<file path="src/design/ehd_pkg.sv">
package ehd_pkg;

  // group size for grouped mode
  localparam int unsigned GROUP_SIZE = 8;
  localparam int unsigned CNT_W = 8;

  // field widths
  localparam int unsigned SAMPLE_W = 16;
  localparam int unsigned SLOPE_W = SAMPLE_W + 1;
  localparam int unsigned THRESH_W = 15;
  localparam int unsigned TICKS_W = 8;

  // configuration register indexes
  localparam int unsigned CFG_IDX_W = 2;
  localparam logic [CFG_IDX_W-1:0] CFG_THRESHOLD = 2'd0;
  localparam logic [CFG_IDX_W-1:0] CFG_HOLDOFF_TICKS = 2'd1;
  localparam logic [CFG_IDX_W-1:0] CFG_GROUPED_MODE = 2'd2;
  localparam int unsigned CFG_DATA_W = THRESH_W;

  // configuration reset values
  localparam logic [THRESH_W-1:0] THRESHOLD_RST = '0;
  localparam logic [TICKS_W-1:0] HOLDOFF_TICKS_RST = 8'd100;
  localparam logic GROUPED_MODE_RST = 1'b1;

  // item kinds
  localparam logic CMD_SAMPLE = 1'b0;
  localparam logic CMD_TICK = 1'b1;

  // output stream packing
  localparam int unsigned OUT_DATA_W = 24;

  typedef struct packed {
    logic [THRESH_W-1:0] threshold;
    logic [TICKS_W-1:0]  holdoff_ticks;
    logic                grouped_mode;
  } cfg_t;

  typedef struct packed {
    logic                       command;
    logic signed [SAMPLE_W-1:0] sample;
  } item_t;

  typedef struct packed {
    logic signed [SAMPLE_W-1:0] extremum_value;
    logic                       extremum_valid;
    logic                       holdoff_active;
    logic                       timer_restart;
  } result_t;

endpackage

</file>
<file path="src/design/extremum_detector_holdoff_top.sv">
// channel | dir | tdata (low bit up)                          | tuser
// in_     | in  | sample[15:0]                                | command
// out_    | out | extremum_value[15:0], holdoff_active,       | extremum_valid
//         |     | timer_restart, zero fill to 24 bits         |
// cfg_    | in  | cfg_we, cfg_index (2 bits), cfg_wdata (15)  | -
//
// one transaction per cycle sustained while out_tready stays high; each item
// passes through the input register and then leaves through the result register
// rst_n is synchronous and active low; configuration returns to its defaults
// an item still waits in the input register while a result is held by a
// stalled out_tready, so one extra transaction is taken during a stall
module extremum_detector_holdoff_top
  import ehd_pkg::*;
(
  input  logic                  clk,
  input  logic                  rst_n,
  // sample stream
  input  logic                  in_tvalid,
  output logic                  in_tready,
  input  logic [SAMPLE_W-1:0]   in_tdata,   // sample
  input  logic                  in_tuser,   // command
  // result stream
  output logic                  out_tvalid,
  input  logic                  out_tready,
  output logic [OUT_DATA_W-1:0] out_tdata,  // extremum_value, holdoff_active, timer_restart
  output logic                  out_tuser,  // extremum_valid
  // configuration
  input  logic                  cfg_we,
  input  logic [CFG_IDX_W-1:0]  cfg_index,
  input  logic [CFG_DATA_W-1:0] cfg_wdata
);

  cfg_t    cfg_r;
  logic    in_valid_r;
  item_t   item_r;
  logic    out_valid_r;
  result_t res_r;
  result_t res;
  logic    advance;

  // configuration registers
  always_ff @(posedge clk) begin
    if (!rst_n) begin
      cfg_r.threshold     <= THRESHOLD_RST;
      cfg_r.holdoff_ticks <= HOLDOFF_TICKS_RST;
      cfg_r.grouped_mode  <= GROUPED_MODE_RST;
    end else if (cfg_we) begin
      case (cfg_index)
        CFG_THRESHOLD:     cfg_r.threshold     <= cfg_wdata[THRESH_W-1:0];
        CFG_HOLDOFF_TICKS: cfg_r.holdoff_ticks <= cfg_wdata[TICKS_W-1:0];
        CFG_GROUPED_MODE:  cfg_r.grouped_mode  <= cfg_wdata[0];
        default: ;
      endcase
    end
  end

  // handshake: input stage moves on when the result register frees up
  assign advance   = in_valid_r & (~out_valid_r | out_tready);
  assign in_tready = ~in_valid_r | advance;

  // input register
  always_ff @(posedge clk) begin
    if (!rst_n) begin
      in_valid_r <= 1'b0;
    end else if (in_tready) begin
      in_valid_r <= in_tvalid;
    end
  end

  always_ff @(posedge clk) begin
    if (in_tready && in_tvalid) begin
      item_r.command <= in_tuser;
      item_r.sample  <= in_tdata;
    end
  end

  ehd_core u_core (
    .clk   (clk),
    .rst_n (rst_n),
    .cfg   (cfg_r),
    .item  (item_r),
    .fire  (advance),
    .res   (res)
  );

  // result register
  always_ff @(posedge clk) begin
    if (!rst_n) begin
      out_valid_r <= 1'b0;
    end else if (advance) begin
      out_valid_r <= 1'b1;
    end else if (out_tready) begin
      out_valid_r <= 1'b0;
    end
  end

  always_ff @(posedge clk) begin
    if (advance) begin
      res_r <= res;
    end
  end

  assign out_tvalid = out_valid_r;
  assign out_tdata  = {6'b000000, res_r.timer_restart, res_r.holdoff_active,
                       res_r.extremum_value};
  assign out_tuser  = res_r.extremum_valid;

endmodule

</file>
<file path="src/design/ehd_core.sv">
module ehd_core
  import ehd_pkg::*;
(
  input  logic    clk,
  input  logic    rst_n,
  input  cfg_t    cfg,
  input  item_t   item,
  input  logic    fire,
  output result_t res
);

  // detector state
  logic signed [SAMPLE_W-1:0] prev_sample_r, prev_sample_nxt;
  logic signed [SLOPE_W-1:0]  prev_slope_r, prev_slope_nxt;
  logic [CNT_W-1:0]           group_count_r, group_count_nxt;
  logic signed [SAMPLE_W-1:0] group_max_r, group_max_nxt;
  logic                       holdoff_flag_r, holdoff_flag_nxt;
  logic [TICKS_W-1:0]         holdoff_count_r, holdoff_count_nxt;

  logic signed [SLOPE_W-1:0] s_ext;
  logic signed [SLOPE_W-1:0] slope;
  logic [SLOPE_W-1:0]        mag;
  logic                      above;
  logic                      prev_pos, prev_neg, cur_pos, cur_neg;
  logic                      turn;
  logic                      emit;
  logic signed [SAMPLE_W-1:0] emit_value;

  // magnitude, slope and sign change
  always_comb begin
    s_ext    = {item.sample[SAMPLE_W-1], item.sample};
    mag      = s_ext[SLOPE_W-1] ? 17'(-s_ext) : 17'(s_ext);
    above    = mag > {2'b00, cfg.threshold};
    slope    = {prev_sample_r[SAMPLE_W-1], prev_sample_r} - s_ext;
    prev_pos = ~prev_slope_r[SLOPE_W-1] & (|prev_slope_r);
    prev_neg = prev_slope_r[SLOPE_W-1];
    cur_pos  = ~slope[SLOPE_W-1] & (|slope);
    cur_neg  = slope[SLOPE_W-1];
    turn     = (prev_pos & cur_neg) | (prev_neg & cur_pos);
  end

  // next state and result
  always_comb begin
    prev_sample_nxt   = prev_sample_r;
    prev_slope_nxt    = prev_slope_r;
    group_count_nxt   = group_count_r;
    group_max_nxt     = group_max_r;
    holdoff_flag_nxt  = holdoff_flag_r;
    holdoff_count_nxt = holdoff_count_r;
    emit              = 1'b0;
    emit_value        = '0;

    if (item.command == CMD_TICK) begin
      if (holdoff_flag_r) begin
        if (holdoff_count_r <= 8'd1) begin
          holdoff_flag_nxt  = 1'b0;
          holdoff_count_nxt = '0;
        end else begin
          holdoff_count_nxt = holdoff_count_r - 8'd1;
        end
      end
    end else if (above) begin
      if (turn) begin
        if (!cfg.grouped_mode) begin
          emit       = 1'b1;
          emit_value = item.sample;
        end else if (group_count_r < CNT_W'(GROUP_SIZE)) begin
          if (item.sample > group_max_r) begin
            group_max_nxt = item.sample;
          end
          group_count_nxt = group_count_r + 8'd1;
        end else begin
          // group max starts at zero and only rises, so it is never negative
          emit            = 1'b1;
          emit_value      = group_max_r;
          group_count_nxt = '0;
          group_max_nxt   = '0;
        end
        // emission while holdoff runs leaves the count alone
        if (emit && !holdoff_flag_r) begin
          holdoff_flag_nxt  = 1'b1;
          holdoff_count_nxt = (cfg.holdoff_ticks != '0) ? cfg.holdoff_ticks : 8'd1;
        end
      end
      prev_sample_nxt = item.sample;
      prev_slope_nxt  = slope;
    end

    res.extremum_value = emit_value;
    res.extremum_valid = emit;
    res.holdoff_active = holdoff_flag_nxt;
    res.timer_restart  = emit;
  end

  // state registers, updated once per transaction
  always_ff @(posedge clk) begin
    if (!rst_n) begin
      prev_sample_r   <= '0;
      prev_slope_r    <= '0;
      group_count_r   <= '0;
      group_max_r     <= '0;
      holdoff_flag_r  <= 1'b0;
      holdoff_count_r <= '0;
    end else if (fire) begin
      prev_sample_r   <= prev_sample_nxt;
      prev_slope_r    <= prev_slope_nxt;
      group_count_r   <= group_count_nxt;
      group_max_r     <= group_max_nxt;
      holdoff_flag_r  <= holdoff_flag_nxt;
      holdoff_count_r <= holdoff_count_nxt;
    end
  end

endmodule

</file>
<file path="config.mk">
export PLATFORM = sky130hd
export DESIGN_NAME = extremum_detector_holdoff_top
export DESIGN_NICKNAME = d
export VERILOG_FILES = /design/src/design/ehd_pkg.sv /design/src/design/extremum_detector_holdoff_top.sv /design/src/design/ehd_core.sv
export SDC_FILE = /design/constraint.sdc
export NUM_CORES = 1
export LEC_CHECK = 0
export BUFFER_PORTS_ARGS = -buffer_cell sky130_fd_sc_hd__buf_2
export CORE_ASPECT_RATIO = 0.8
export CORE_MARGIN = 1
export CORE_UTILIZATION = 45
export CTS_CLUSTER_DIAMETER = 50
export DETAILED_ROUTE_END_ITERATION = 6
export PLACE_DENSITY = 0.7
export SETUP_SLACK_MARGIN = 0.5
export SYNTH_ARGS = -nofsm -noshare
export SYNTH_HDL_FRONTEND = slang
export SYNTH_SLANG_ARGS = --single-unit
</file>
<file path="constraint.sdc">
create_clock -name clk -period 5.49 [get_ports clk]
set_clock_uncertainty 0.2 [all_clocks]
set_input_delay 0.549 -clock clk [delete_from_list [all_inputs] [get_ports clk]]
set_output_delay 0.549 -clock clk [all_outputs]
set_load 0.02 [all_outputs]
</file>
======== Word level (Yosys, flattened, before mapping) ========
Index checks and enable logic that the tools add are counted.
word-level totals
  flip-flop bits (word level) ............. 127
  input port bits ......................... 39
  word-level logic and storage cells ...... 88
cells by class
  add/sub/neg operators ................... 4
  magnitude comparators ................... 4
  equality and inequality tests ........... 4
  muxes and demuxes ....................... 26
  bitwise logic cells ..................... 15
  reduce and logical (&&, ||, !) cells .... 19
operators with widths
  kind                   count
  $mux W16               4
  $mux W8                8
  $reduce_or A17 Y1      2
  $gt A17 B15 Y1         1
  $mux W17               1
  $neg A16 Y17           1
  $sub A16 B16 Y17       1
  $gt A16 B16 Y1         1
  $mux W1                13
  $reduce_and A5 Y1      2
  $add A8 B1 Y8 const B  1
  $le A8 B1 Y1 const B   1
  $lt A8 B4 Y1 const B   1
  $reduce_bool A2 Y1     4
  $reduce_bool A8 Y1     1
  $sub A8 B1 Y8 const B  1
  $not A1 Y1             7
  $reduce_and A2 Y1      3
  $reduce_and A6 Y1      1
  $and A1 B1 Y1          5
  $or A1 B1 Y1           3
  $reduce_and A3 Y1      1
  $reduce_or A3 Y1       1
  $eq A2 B1 Y1 const B   1
  other kinds (6)        7

======== Depth between registers and ports, before layout ========
Gate-level depths: netlist of the first run.
  word-level depth ........................ 13
  mapped depth ............................ 20
  gate-level depth less buffers ........... 16

======== By module ========
Synthesis of the first run repeated with hierarchy kept, for this count alone.
second synthesis, totals
  cell total of the unflattened synthesis .. 861
  area, all modules ....................... 7613.6 sq um
modules (own cells, without submodules)
  module                         times used  cells each  area an instance (sq um)  sequential area each (sq um)
  ehd_core                       1           707         5413.9                    1321.3
  extremum_detector_holdoff_top  1           154         2199.6                    1601.5

======== Least setup slack after synthesis of the first run ========
OpenSTA, ideal clock, no wires.
  path type ............................... register to register
  from .................................... register item_r[3] (netlist name)
  to ...................................... register u_core.group_max_r[10]
  library setup time ...................... 117 ps
  arrival ................................. 3900 ps
  required time ........................... 5173 ps
  setup slack ............................. 1274 ps
  cell stages (with the launch flop) ...... 19
  buffers on the path ..................... 4
  cells stage by stage .................... edfxtp_1 clkbuf_1 nor4_1 nand2_1 or3_1 o41ai_1 xnor2_1 ha_1 nand4_1 nor4_1 nor3_1 a21oi_1 nor2_1 and3_1 buf_2 and4_4 buf_6 buf_8 a22o_1
on the way
  longest elaborated chain between the ends .. 6
  elaborated cells on any way between the ends .. 13
  classes of those cells .................. 2 x add/sub; 2 x order compare; 1 x eq/ne; 1 x mux; 5 x bitwise; 2 x reduce/logical
RTL lines
  element                                               line                                 RTL
  from (decl)                                           extremum_detector_holdoff_top.sv:35  item_t item_r;
  branches (longest 5 deep; another with $neg A16 Y17)  -
  $reduce_and A6 Y1 (no source line) (*)                -
  to (signal assigned)                                  ehd_core.sv:108                      group_max_r <= group_max_nxt;
  to (decl)                                             ehd_core.sv:16                       logic signed [SAMPLE_W-1:0] group_max_r, group_max_nxt;
Every way passes the cells marked *.
A chain may end at the register's enable or synchronous reset.

======== Final worst setup path of the first run ========
  from .................................... register item_r[2] (netlist name)
  to ...................................... register u_core.group_max_r[13]
The elaborated chain is that of the path after synthesis.

==> summary.md, run 1 <==
| Metric | Value |
|---|---|
| Outcome | `finished clean` |
| Total CTS buffers | `17` |
| Post-CTS Hold Fix Bufs | `0` |
| Clock sink count | `127` |
| Least-Margin Pin Slew | `approximately 1.0 ns` |
| Routed length per placed instance | `15.9 um` |
| Fillers | `around 1400` |
| Global route overflow | `0` |
| GRT Total Usage | `0.230` |
| Row cnt | `40` |
| RSZ-0062 raised after global routing | `no` |
| MaxCap Viol Count | `0` |
| Diode count | `0` |
| Fmax | `between 0.2 and 0.25 GHz` |
| Core footprint | `roughly 15000 um2` |
| Vias per Instance | `roughly 5.5` |
| Crit path DAT | `4.70 ns` |
| #FFs+latches synth | `between 100 and 150` |
| Yosys warning total | `0` |
| Root Driver | `clkbuf_16` |
| Ys async rst share | `0` |
| Most common cell after layout, fill and taps aside | `nand2_1` |
| Clk pin slew, worst setup/hold paths | `about 0.06 ns` |
| Peak VDD IR | `between 0.2 and 0.25 mV` |
| P&R area growth vs syn | `14.3%` |
| WP data required | `5.66 ns` |
| Drt total wl | `17500 um` |
| Share of cells above drive strength 1 | `0.137` |
| Worst Setup SP | `item_r[2]` |
| H-tree depth | `4` |
| Initial Util | `0.467` |
| Vias | `6071` |
| Sequential share of the synthesized area | `0.408` |
| Die width | `142 um` |
| CP Capture Type | `register` |
| Max-Slew Margin vs Limit | `0.316` |
| Worst skew pair latency | `0.42 ns` |
| Final instance area | `roughly 8100 um2` |
| DP HPWL | `between 10000 and 15000 um` |
| Number of I/O port buffers | `59` |
| EDFF count, synth | `35` |
| Initial antenna violation count | `0` |
| Netlist Area Pre-Place | `approximately 7100 um2` |
| Part of the cycle the worst path needs | `0.826` |
| Reg2Reg Launch Point | `item_r[2]` |
| Ys flop type | `dfxtp_1` |
| Cell area power density | `approximately 300 nW/um2` |
| Hold Crit Class | `primary input to register` |
| Synthesized instance count | `between 800 and 900` |
| Post-CTS setup buffers | `0` |
| Setup Viol. Count Final | `0` |
| CTS resizes | `0` |
| # DRC | `0` |
| Worst-path maximum fanout | `16` |
| Hold path start | `in_tdata[8]` |
| Die area | `between 15000 and 20000 um2` |
| Io pins | `66` |
| Commonest cells after routing, fill and taps aside | `128 x nand2_1, 92 x dfxtp_1, 82 x a21oi_1` |
| Final hold vios | `0` |
| Startpoint types | `register` |
| Gpl congestion | `around 0.88` |
| Crit Path Class | `register to register` |
| Pre-antenna DRT Iters | `5` |
| Syn Area/Cell | `around 8.6 um2` |
| Die height | `around 110 um` |
| TritonCTS clock tree | `built` |
| Placed inst area | `between 7000 and 8000 um2` |
| Antenna viol nets, final | `0` |
| Finished Core Util | `0.533` |
| Iter 0 DRT Violations | `~450` |
| Number of global-route vias before repair | `between 5000 and 6000` |
| Global-route wire length before repair | `between 20000 and 30000 um` |
| P_leak | `approximately 3.3 nW` |
| Max Buffers Root-to-Sink | `2` |
| Final net count | `about 960` |
| Cell variety after synth | `around 70` |
| Setup total negative slack | `0 ns` |
| Final Critical Period | `4.54 ns` |
| Largest net degree at the start of global routing | `52` |
| Slew Limit Fails | `0` |
## power by group
| group | total (W) | leakage (nW) | switching (W) | internal (W) |
|---|---|---|---|---|
| Clock | 0.00111 | 0.275 | 0.000431 | 0.000679 |
| Sequential | 0.00102 | 1.09 | 0.0000256 | 0.000994 |
| Combinational | 0.000295 | 1.91 | 0.000182 | 0.000112 |
## metrics by stage
| stage | total power [W] | instances | hold slack (ns) | setup slack [ns] |
|---|---|---|---|---|
| floorplan | 0.00124 | 830 | 0.232 | 1.27 |
| global placement | 0.00132 | 1064 | 0.243 | 1.02 |
| detailed placement | 0.00133 | 1064 | 0.247 | 0.798 |
| CTS | 0.00243 | 1096 | 0.0847 | 0.763 |
| global route | 0.00251 | 1096 | 0.0832 | 0.552 |
| finish | 0.00242 | 1096 | 0.0954 | 0.955 |
## metal layers
layer / routed length (um) / vias up / GRT usage
met5: 0 / - / 0
met4: 232 / 0 / 0.0717
met3: 987 / 17 / 0.0435
met2: 7460 / 195 / 0.348
met1: 8770 / 2844 / 0.330
li1: - / 3015 / -
## state kept, by name, indices dropped and copies added, names as in the netlist, 8 cells and up
name / flops
cfg_r: 24
item_r: 17
out_tdata: 18
u_core.group_count_r: 8
u_core.group_max_r: 16
u_core.holdoff_count_r: 8
u_core.prev_sample_r: 16
u_core.prev_slope_r: 17
## path summary, 6_finish.rpt
kind                       endpoint  slack, ns  cells after the start
max          u_core.group_max_r[13]       0.95                     14
min reg2reg               cfg_r[20]       0.26                      2
max reg2reg  u_core.group_max_r[13]       0.95                     14
min                       item_r[8]        0.1                      1
## cell usage after synthesis (3+ instances only)
cell	instances	area, um2
a211o_1	3	26.3
a211oi_1	7	52.6
a21o_1	10	75.1
a21oi_1	83	415
a22o_1	16	140
a311oi_1	4	35.0
a31oi_1	4	25.0
and2_1	3	18.8
and3_1	6	37.5
and4_1	3	26.3
buf_2	5	25.0
buf_4	9	67.6
clkbuf_1	27	101
dfxtp_1	92	1840
edfxtp_1	35	1050
ha_1	51	638
inv_1	62	233
mux2i_1	17	170
nand2_1	129	484
nand2b_1	5	31.3
nand3_1	21	105
nand4_1	14	87.6
nor2_1	54	203
nor2b_1	6	37.5
nor3_1	17	85.1
nor4_1	11	68.8
o211a_1	3	30.0
o211ai_1	6	45.0
o21a_1	4	30.0
o21ai_0	29	145
o22ai_1	3	18.8
o31ai_1	4	30.0
o41ai_1	4	35.0
or2_2	5	31.3
or3_1	8	50.1
xnor2_1	15	131
xor2_1	9	78.8
## logic make-up (layout without fill, tap and decap cells)
group	count (synthesis)	in the layout	synth area share
AND/OR/NAND/NOR	296	296	0.195
AO/OA/AOI/OAI	200	200	0.184
flip-flops	127	127	0.408
buffers and inverters	108	164	0.0665
adder cells (fa/ha/maj)	52	52	0.0927
XOR/XNOR	24	24	0.0296
multiplexers	17	17	0.0240
other	1	6	0.000528
## area by class of cell
class / instances / area, um2 / share of cell area
multi-input combinational: 595 / 3760 / 0.464
sequential: 127 / 2890 / 0.357
clock buffer: 19 / 443 / 0.0546
timing repair buffer: 70 / 378 / 0.0466
tap: 210 / 263 / 0.0324
inverter: 62 / 233 / 0.0287
clock inverter: 13 / 140 / 0.0173
## critical path, cell delays in order (launching register included)
cell and delay (ns):
edfxtp_1 0.52, nor4_1 0.43, nand2_1 0.14, or3_1 0.39, o41ai_1 0.33, xnor2_1 0.12
ha_1 0.31, nand4_1 0.17, nor4_1 0.31, nor3_1 0.09, a21oi_2 0.37, nor2_2 0.08
and3_1 0.30, a31oi_4 0.50, a22o_1 0.21
Note: power is estimated with default switching activity, not from simulation.
==> run 2, diff against run 1 <==
--- a/config.mk
+++ b/config.mk
@@ -5,13 +5,14 @@
 export SDC_FILE = /design/constraint.sdc
 export NUM_CORES = 1
 export LEC_CHECK = 0
+export ABC_AREA = 1
 export BUFFER_PORTS_ARGS = -buffer_cell sky130_fd_sc_hd__buf_2
 export CORE_ASPECT_RATIO = 0.8
 export CORE_MARGIN = 1
 export CORE_UTILIZATION = 45
 export CTS_CLUSTER_DIAMETER = 50
 export DETAILED_ROUTE_END_ITERATION = 6
-export PLACE_DENSITY = 0.7
+export PLACE_DENSITY = 0.72
 export SETUP_SLACK_MARGIN = 0.5
 export SYNTH_ARGS = -nofsm -noshare
 export SYNTH_HDL_FRONTEND = slang
==> constraint.sdc (replaced) <==
create_clock -name clk -period 4.1 [get_ports clk]
set_clock_uncertainty 0.2 [all_clocks]
set_input_delay 0.41 -clock clk [delete_from_list [all_inputs] [get_ports clk]]
set_output_delay 0.41 -clock clk [all_outputs]
set_load 0.02 [all_outputs]
==> run 2 against run 1 <==
Die area rose by 5.5%. Hold slack worse by 0.070 ns. Sequential share of layout area decreased by 4.8 points. Sequential cell count stayed put. Non-clock buffer count is 38 higher. Setup slack got worse by 0.61 ns. Routed wire length grew 20%. Largest power group unchanged. Via count grew 15%. Design area rose by 16%. Cell count is 21% higher. Power is 50% higher. Sequential power grew 36%.
==> summary.md, run 2 <==
| Metric | Value |
|---|---|
| Yosys warning total | `0 (unchanged)` |
| TritonCTS clock tree | `built` |
| Clock sink count | `127 (unchanged)` |
| CP Capture Type | `register` |
| Cell taking the most area after synthesis | `dfxtp_1` |
| P_leak | `4.09 nW (+25%)` |
| Sequential share of the synthesized area | `0.386 (-0.0216)` |
| Cell variety after synth | `48 (-29%)` |
| Hold Path End | `cfg_r[3]` |
| Hold Crit Depth | `3 (+2)` |
| Drt total wl | `21000 um (+20%)` |
| Fmax | `0.266 GHz (+21%)` |
| Max Buffers Root-to-Sink | `2 (unchanged)` |
| Synth Area in Adders | `0.0878 (-0.00491)` |
| Setup Viol. Count Final | `0 (unchanged)` |
| WP data required | `4.25 ns (-1.41 ns)` |
| Initial antenna violation count | `0 (unchanged)` |
| Core footprint | `16000 um2 (+5.2%)` |
| #FFs+latches synth | `127 (unchanged)` |
| Place WS | `0.184 ns (-0.615 ns)` |
| Top cells by count, synth | `209 x nand2_1, 127 x inv_1, 99 x a21oi_1` |
| P&R area growth vs syn | `25.2%` |
| Initial Util | `0.468 (+0.00173)` |
| Startpoint types | `register` |
| Largest net degree at the start of global routing | `71 (+37%)` |
| Ys async rst share | `0 (unchanged)` |
| Antenna viol nets, final | `0 (unchanged)` |
| Pre-antenna DRT Iters | `5 (unchanged)` |
| EDFF count, synth | `35 (unchanged)` |
| Peak VDD IR | `0.287 mV (+34%)` |
| Vias per Instance | `5.27 (-4.9%)` |
| Die height | `117 um (+2.7%)` |
| XOR/XNOR share of the synthesized area | `0.0257 (-0.00390)` |
| Total CTS buffers | `17 (unchanged)` |
| Synthesized instance count | `997 (+21%)` |
| Top reg by flops | `cfg_r` |
| Vias | `6961 (+15%)` |
| Row cnt | `41 (+2.5%)` |
| MaxCap Viol Count | `0 (unchanged)` |
| Post-synth top area share | `0.246 (-0.0137)` |
| Worst setup margin | `0.346 ns (-0.609 ns)` |
| Number of I/O port buffers | `59 (unchanged)` |
| Iter 0 DRT Violations | `639 (+44%)` |
| Routed length per placed instance | `15.9 um (-0.24%)` |
| R2R Path End | `u_core.group_max_r[5]` |
| Most common cell after layout, fill and taps aside | `nand2_1` |
| Cell area power density | `386 nW/um2 (+29%)` |
| Global route overflow | `0 (unchanged)` |
| R2r setup slk | `0.35 ns (-0.61 ns)` |
| Root Driver | `clkbuf_16` |
| Number of global-route vias before repair | `6218 (+8.3%)` |
| Synth top area cells | `dfxtp_1 25%, edfxtp_1 14%, nand2_1 10%` |
| Final net count | `1185 (+23%)` |
| H-tree depth | `4 (unchanged)` |
| Final Critical Period | `3.75 ns (-0.781 ns)` |
| Netlist Area Pre-Place | `7490 um2 (+5.6%)` |
| Die area | `17200 um2 (+5.5%)` |
| Area share of and/or/nand/nor cells after synthesis | `0.261 (+0.0663)` |
| Max FFs per register | `24 (unchanged)` |
| Crit Path Class | `register to register` |
| Post-synthesis mux area share | `0 (-0.0240)` |
| Share of cells above drive strength 1 | `0.202 (+0.0658)` |
| Final hold vios | `0 (unchanged)` |
| Commonest cells after routing, fill and taps aside | `201 x nand2_1, 125 x inv_1, 92 x dfxtp_1` |
| Global-route wire length before repair | `31600 um (+9.0%)` |
| Hold Crit Class | `primary input to register` |
| Worst-path maximum fanout | `7 (-9)` |
| Main combinational cell family by area after synthesis | `simple AND/OR/NAND/NOR gates` |
| Part of the cycle the worst path needs | `0.916 (+0.0895)` |
| Io pins | `66 (unchanged)` |
| Slew Limit Fails | `0 (unchanged)` |
| Outcome | `finished clean` |
| GRT Total Usage | `0.233 (+0.00323)` |
| Least-Margin Pin Slew | `1.08 ns (+0.0563 ns)` |
| # DRC | `0 (unchanged)` |
| Reg2Reg Launch Point | `item_r[0]` |
| Worst skew pair latency | `0.43 ns (about the same)` |
| Hold path start | `cfg_wdata[2]` |
| Gpl congestion | `0.903 (+3.2%)` |
| Diode count | `0 (unchanged)` |
| Die width | `146 um (+2.7%)` |
| Setup total negative slack | `0 ns (unchanged)` |
| DP HPWL | `13300 um (+6.5%)` |
| Crit path DAT | `3.90 ns (-0.80 ns)` |
| RSZ-0062 raised after global routing | `yes` |
| Max-Slew Margin vs Limit | `0.279 (-0.0376)` |
| Top-count cell post-synth | `nand2_1` |
| Clk pin slew, worst setup/hold paths | `0.06 ns (about the same)` |
| Syn Area/Cell | `7.52 um2 (-13%)` |
| R2R cell count | `21 (+7)` |
| Synth Area in Compound Gates | `0.140 (-0.0443)` |
| Ys flop type | `dfxtp_1` |
## run 2: cell count changes after synthesis, moves of 17 or more
| cell | delta |
|---|---|
| nand2_1 | +80 |
| inv_1 | +65 |
| nor2_1 | +37 |
| nand3_1 | +22 |
| o21ai_1 | +21 |
| mux2i_1 | -17 |
| nand2_2 | +17 |
## run 2: timing repair
item                       4_1_cts  5_1_grt
pin swaps                        3       29
hold endpoints to repair        17        0
hold buffers                    17        0
gates resized for setup          8       57
setup endpoints to repair       84       84
cloned                           2       10
buffers inserted                 6        8
## run 2: cell families after synthesis
| group | Yosys count |
|---|---|
| flops | 127 |
| other cells | 1 |
| fa+ha+maj | 52 |
| simple gates | 424 |
| xor+xnor | 22 |
| buf+inv | 177 |
| compound gates | 194 |
## run 2: per-stage QoR
step / hold WS (ns) / power (W) / utilization / instances / area (um2)
4_1_cts: 0.00965 / 0.00350 / 0.553 / 1304 / 8850
5_1_grt: 0.0413 / 0.00378 / 0.586 / 1322 / 9380
3_3_place_gp: 0.231 / 0.00197 / 0.496 / 1247 / 7940
2_1_floorplan: 0.219 / 0.00183 / - / 1002 / 7510
6_report: 0.0257 / 0.00362 / 0.586 / 1322 / 9380
3_5_place_dp: 0.236 / 0.00198 / 0.496 / 1247 / 7940
## run 2: how the worst max path moves through the flow
stage | from | to | slack, ns | cells past startpoint
5_1_grt | item_r[0] | u_core.prev_sample_r[5] | 0.09 | 24
4_1_cts | item_r[0] | u_core.prev_slope_r[2] | 0.49 | 23
3_3_place_gp | item_r[1] | u_core.prev_slope_r[16] | 0.34 | 23
6_report | item_r[0] | u_core.group_max_r[5] | 0.35 | 21
2_1_floorplan | item_r[1] | u_core.holdoff_count_r[1] | 0.57 | 23
3_5_place_dp | item_r[1] | u_core.prev_slope_r[16] | 0.18 | 23
## run 2: final cells by class
| type | instances | area (um2) |
|---|---|---|
| fill | 1427 | 6620 |
| multi-input combinational | 702 | 4200 |
| sequential | 127 | 2890 |
| timing repair buffer | 108 | 928 |
| inverter | 138 | 518 |
| clock buffer | 18 | 429 |
| tap | 215 | 269 |
| clock inverter | 14 | 150 |
## run 2: critical path, cell delays in order, from the launching register on
cell       delay, ns
edfxtp_1        0.41
inv_2           0.11
ha_4            0.13
inv_2           0.03
nor3_2          0.12
nand3_1         0.13
nor3_2          0.24
buf_4           0.14
nor2_1          0.04
xor2_1          0.19
ha_1            0.34
nand2_1         0.09
nor4_1          0.34
nand3b_1        0.14
nand2_2         0.10
nand2_4         0.08
buf_4           0.16
a21oi_4         0.13
buf_12          0.16
clkbuf_16       0.17
nand3_4         0.07
a21oi_2         0.13
## run 2: where the power goes
| part | switching, W | leakage (nW) | internal (W) |
|---|---|---|---|
| registers | 0.0000453 | 1.09 | 0.00135 |
| logic | 0.000458 | 2.72 | 0.000281 |
| clock network | 0.000552 | 0.272 | 0.000940 |
## run 2: metal layers
layer,vias up,share of wire,global-route usage,routed length (um)
li1,3469,-,-,-
met1,3194,0.48,0.350,10100
met5,-,0,0,0
met4,0,0.013,0.0716,265
met3,25,0.078,0.0514,1630
met2,273,0.43,0.329,8970
==> run 3, diff against run 2 <==
--- a/config.mk
+++ b/config.mk
@@ -7,12 +7,13 @@
 export LEC_CHECK = 0
 export ABC_AREA = 1
 export BUFFER_PORTS_ARGS = -buffer_cell sky130_fd_sc_hd__buf_2
-export CORE_ASPECT_RATIO = 0.8
+export CELL_PAD_IN_SITES_DETAIL_PLACEMENT = 1
+export CELL_PAD_IN_SITES_GLOBAL_PLACEMENT = 1
 export CORE_MARGIN = 1
-export CORE_UTILIZATION = 45
+export CORE_UTILIZATION = 40
 export CTS_CLUSTER_DIAMETER = 50
 export DETAILED_ROUTE_END_ITERATION = 6
-export PLACE_DENSITY = 0.72
+export PLACE_DENSITY = 0.83
 export SETUP_SLACK_MARGIN = 0.5
 export SYNTH_ARGS = -nofsm -noshare
 export SYNTH_HDL_FRONTEND = slang
==> run 3 against run 2 <==
The flow now finishes with violations (DRC). Critical path depth rose by 2. Via count grew 10%. Register-to-register slack got worse by 0.31 ns. Core utilization is 5.9 points lower. Die area up 12%.
==> summary.md, run 3 (synthesized netlist as in run 2, its figures left out) <==
| Metric | Value |
|---|---|
| Vias | `7659 (+10%)` |
| Clk pin slew, worst setup/hold paths | `0.06 ns (about the same)` |
| Most common cell after layout, fill and taps aside | `nand2_1` |
| Crit Path Class | `register to register` |
| Final net count | `1198 (+1.1%)` |
| Final instance area | `9570 um2 (+2.0%)` |
| WL met2 | `14400 um (+60%)` |
| Hold Crit Class | `primary input to register` |
| Max FFs per register | `24 (unchanged)` |
| Hold Crit Depth | `3 (unchanged)` |
| Global route overflow | `0 (unchanged)` |
| Commonest cells after routing, fill and taps aside | `198 x nand2_1, 125 x inv_1, 92 x dfxtp_1` |
| Reg area | `2890 um2 (unchanged)` |
| Die area | `19300 um2 (+12%)` |
| CP cell instances | `inv_2 > ha_4 > inv_2 > nor3_4 > nand3_2 > nor3_2 > nand2_1 > nor3_2 > a31oi_1 > xor2_1 > ha_1 > nand2_1 > inv_1 > nand3b_1 > nor2_1 > nor2_1 > nand2_1 > nand2_4 > nor3_4 > buf_12 > nand3_4 > o21ai_1 > nor2_1` |
| Routed length per placed instance | `21.5 um (+35%)` |
| Hold path start | `cfg_wdata[6]` |
| Worst skew pair latency | `0.43 ns (about the same)` |
| Io pins | `66 (unchanged)` |
| Die height | `139 um (+18%)` |
| Finished Core Util | `0.528 (-0.0588)` |
| Largest net degree at the start of global routing | `70 (-1.4%)` |
| Core footprint | `18100 um2 (+13%)` |
| Die width | `139 um (-5.1%)` |
| Gpl congestion | `0.853 (-5.6%)` |
| Global-route wire length before repair | `39700 um (+26%)` |
| TritonCTS clock tree | `built` |
| WP data required | `4.21 ns (-0.04 ns)` |
| Slew Limit Fails | `0 (unchanged)` |
| Row cnt | `49 (+20%)` |
| Final Critical Period | `4.07 ns (+0.312 ns)` |
| Placed inst area | `7990 um2 (+0.60%)` |
| Cell area power density | `396 nW/um2 (+2.5%)` |
| Crit-path max cell delay | `0.42 ns (about the same)` |
| Multi-input gate area | `4250 um2 (+1.2%)` |
| Iter 0 DRT Violations | `688 (+7.7%)` |
| Total CTS buffers | `17 (unchanged)` |
| M1 WL | `11600 um (+15%)` |
| P_leak | `4.19 nW (+2.6%)` |
| Least-Margin Pin Slew | `1.16 ns (+0.0759 ns)` |
| # DRC | `5 (+5)` |
| R2R Path End | `u_core.group_count_r[0]` |
| CP max stage cell | `edfxtp_1` |
| R2R cell count | `23 (+9.5%)` |
| Vias per Instance | `5.68 (+7.8%)` |
| Root Driver | `clkbuf_16` |
| Drt total wl | `29000 um (+38%)` |
| Pre-antenna DRT Iters | `7 (+2)` |
| Peak VDD IR | `0.312 mV (+8.9%)` |
| Startpoint types | `register` |
| Hold Path End | `cfg_r[7]` |
| Fillers | `2225 (+56%)` |
| DP HPWL | `16100 um (+21%)` |
| Number of I/O port buffers | `59 (unchanged)` |
| CP Capture Type | `register` |
| Crit path DAT | `4.18 ns (+0.28 ns)` |
| P&R area growth vs syn | `27.7%` |
| Failing checks | `DRC` |
| Fmax | `0.246 GHz (-7.7%)` |
| Top reg by flops | `cfg_r` |
| MaxCap Viol Count | `0 (unchanged)` |
| Top Metal Used | `met4` |
| Initial Util | `0.413 (-0.0553)` |
| Met3 Routed Length | `1600 um (-2.1%)` |
| Antenna viol nets, final | `0 (unchanged)` |
| Worst-path maximum fanout | `7 (unchanged)` |
| Outcome | `finished with violations` |
| Diode count | `0 (unchanged)` |
| Initial antenna violation count | `0 (unchanged)` |
| GRT Total Usage | `0.267 (+0.0338)` |
| Max Buffers Root-to-Sink | `2 (unchanged)` |
| Part of the cycle the worst path needs | `0.992 (+0.0760)` |
| Max-Slew Margin vs Limit | `0.228 (-0.0506)` |
| Reg2Reg Launch Point | `item_r[0]` |
| R2r setup slk | `0.03 ns (-0.31 ns)` |
| H-tree depth | `4 (unchanged)` |
| Clock sink count | `127 (unchanged)` |
| Setup Viol. Count Final | `0 (unchanged)` |
| Number of global-route vias before repair | `7611 (+22%)` |
| Final hold vios | `0 (unchanged)` |
| Share of cells above drive strength 1 | `0.209 (+0.00658)` |
| RSZ-0062 raised after global routing | `yes` |
==> run 3: worst max path at each step <==
| stage | from | end | slack [ns] | cells after the start |
|---|---|---|---|---|
| 4_1_cts | item_r[0] | u_core.holdoff_count_r[7] | 0.40 | 24 |
| 3_3_place_gp | item_r[0] | u_core.prev_slope_r[16] | 0.33 | 23 |
| 2_1_floorplan | item_r[1] | u_core.holdoff_count_r[1] | 0.57 | 23 |
| 3_5_place_dp | item_r[0] | u_core.prev_slope_r[16] | -0.006 | 23 |
| 5_1_grt | item_r[0] | u_core.group_count_r[3] | -0.23 | 23 |
| 6_report | item_r[0] | u_core.group_count_r[0] | 0.03 | 23 |
==> run 3: layout make-up <==
type                            count  share of cell area
Multi-Input combinational cell    702               0.444
Sequential cell                   127               0.302
Tap cell                          229              0.0299
Clock inverter                      5             0.00797
Timing Repair Buffer              121               0.107
Clock buffer                       27              0.0548
Inverter                          138              0.0541
==> run 3: timing repair <==
action	CTS	global route
pin swaps	6	25
setup endpoints to repair	84	84
endpoints found under the hold margin	17	0
buffers inserted	13	12
cloned	5	5
hold buffers	17	0
resized for setup	22	53
==> run 3: metal layers <==
metal,vias to the layer above,track usage
met5,-,0
met4,0,0.140
met3,102,0.0504
met2,321,0.465
met1,3749,0.312
li1,3487,-
==> run 3: per-stage QoR <==
step                      power (W)  setup TNS, ns  instances  hold slack (ns)  setup WS [ns]
final                       0.00379              0       1349           0.0318         0.0344
after global routing        0.00391          -9.50       1349           0.0499         -0.231
after CTS                   0.00362              0       1332           0.0240          0.402
after detailed placement    0.00200       -0.00599       1265            0.229       -0.00599
after global placement      0.00198              0       1265            0.226          0.334
after floorplan             0.00183              0       1002            0.219          0.573
==> run 3: where the power goes <==
part	switching [W]	internal [W]	total, W	leakage [nW]
sequential	0.0000512	0.00135	0.00140	1.09
clock	0.000578	0.000995	0.00157	0.297
combinational	0.000517	0.000299	0.000816	2.80
total	0.00115	0.00264	0.00379	4.19
==> run 3: worst max-delay path, delay by kind of cell, from the launching register on <==
kind / cells / cell delay, ns
XOR/XNOR: 1 / 0.18
AO/OA/AOI/OAI: 2 / 0.41
AND/OR/NAND/NOR: 14 / 1.79
adder cells (fa/ha/maj): 2 / 0.50
flip-flops: 1 / 0.42
buffers and inverters: 4 / 0.43
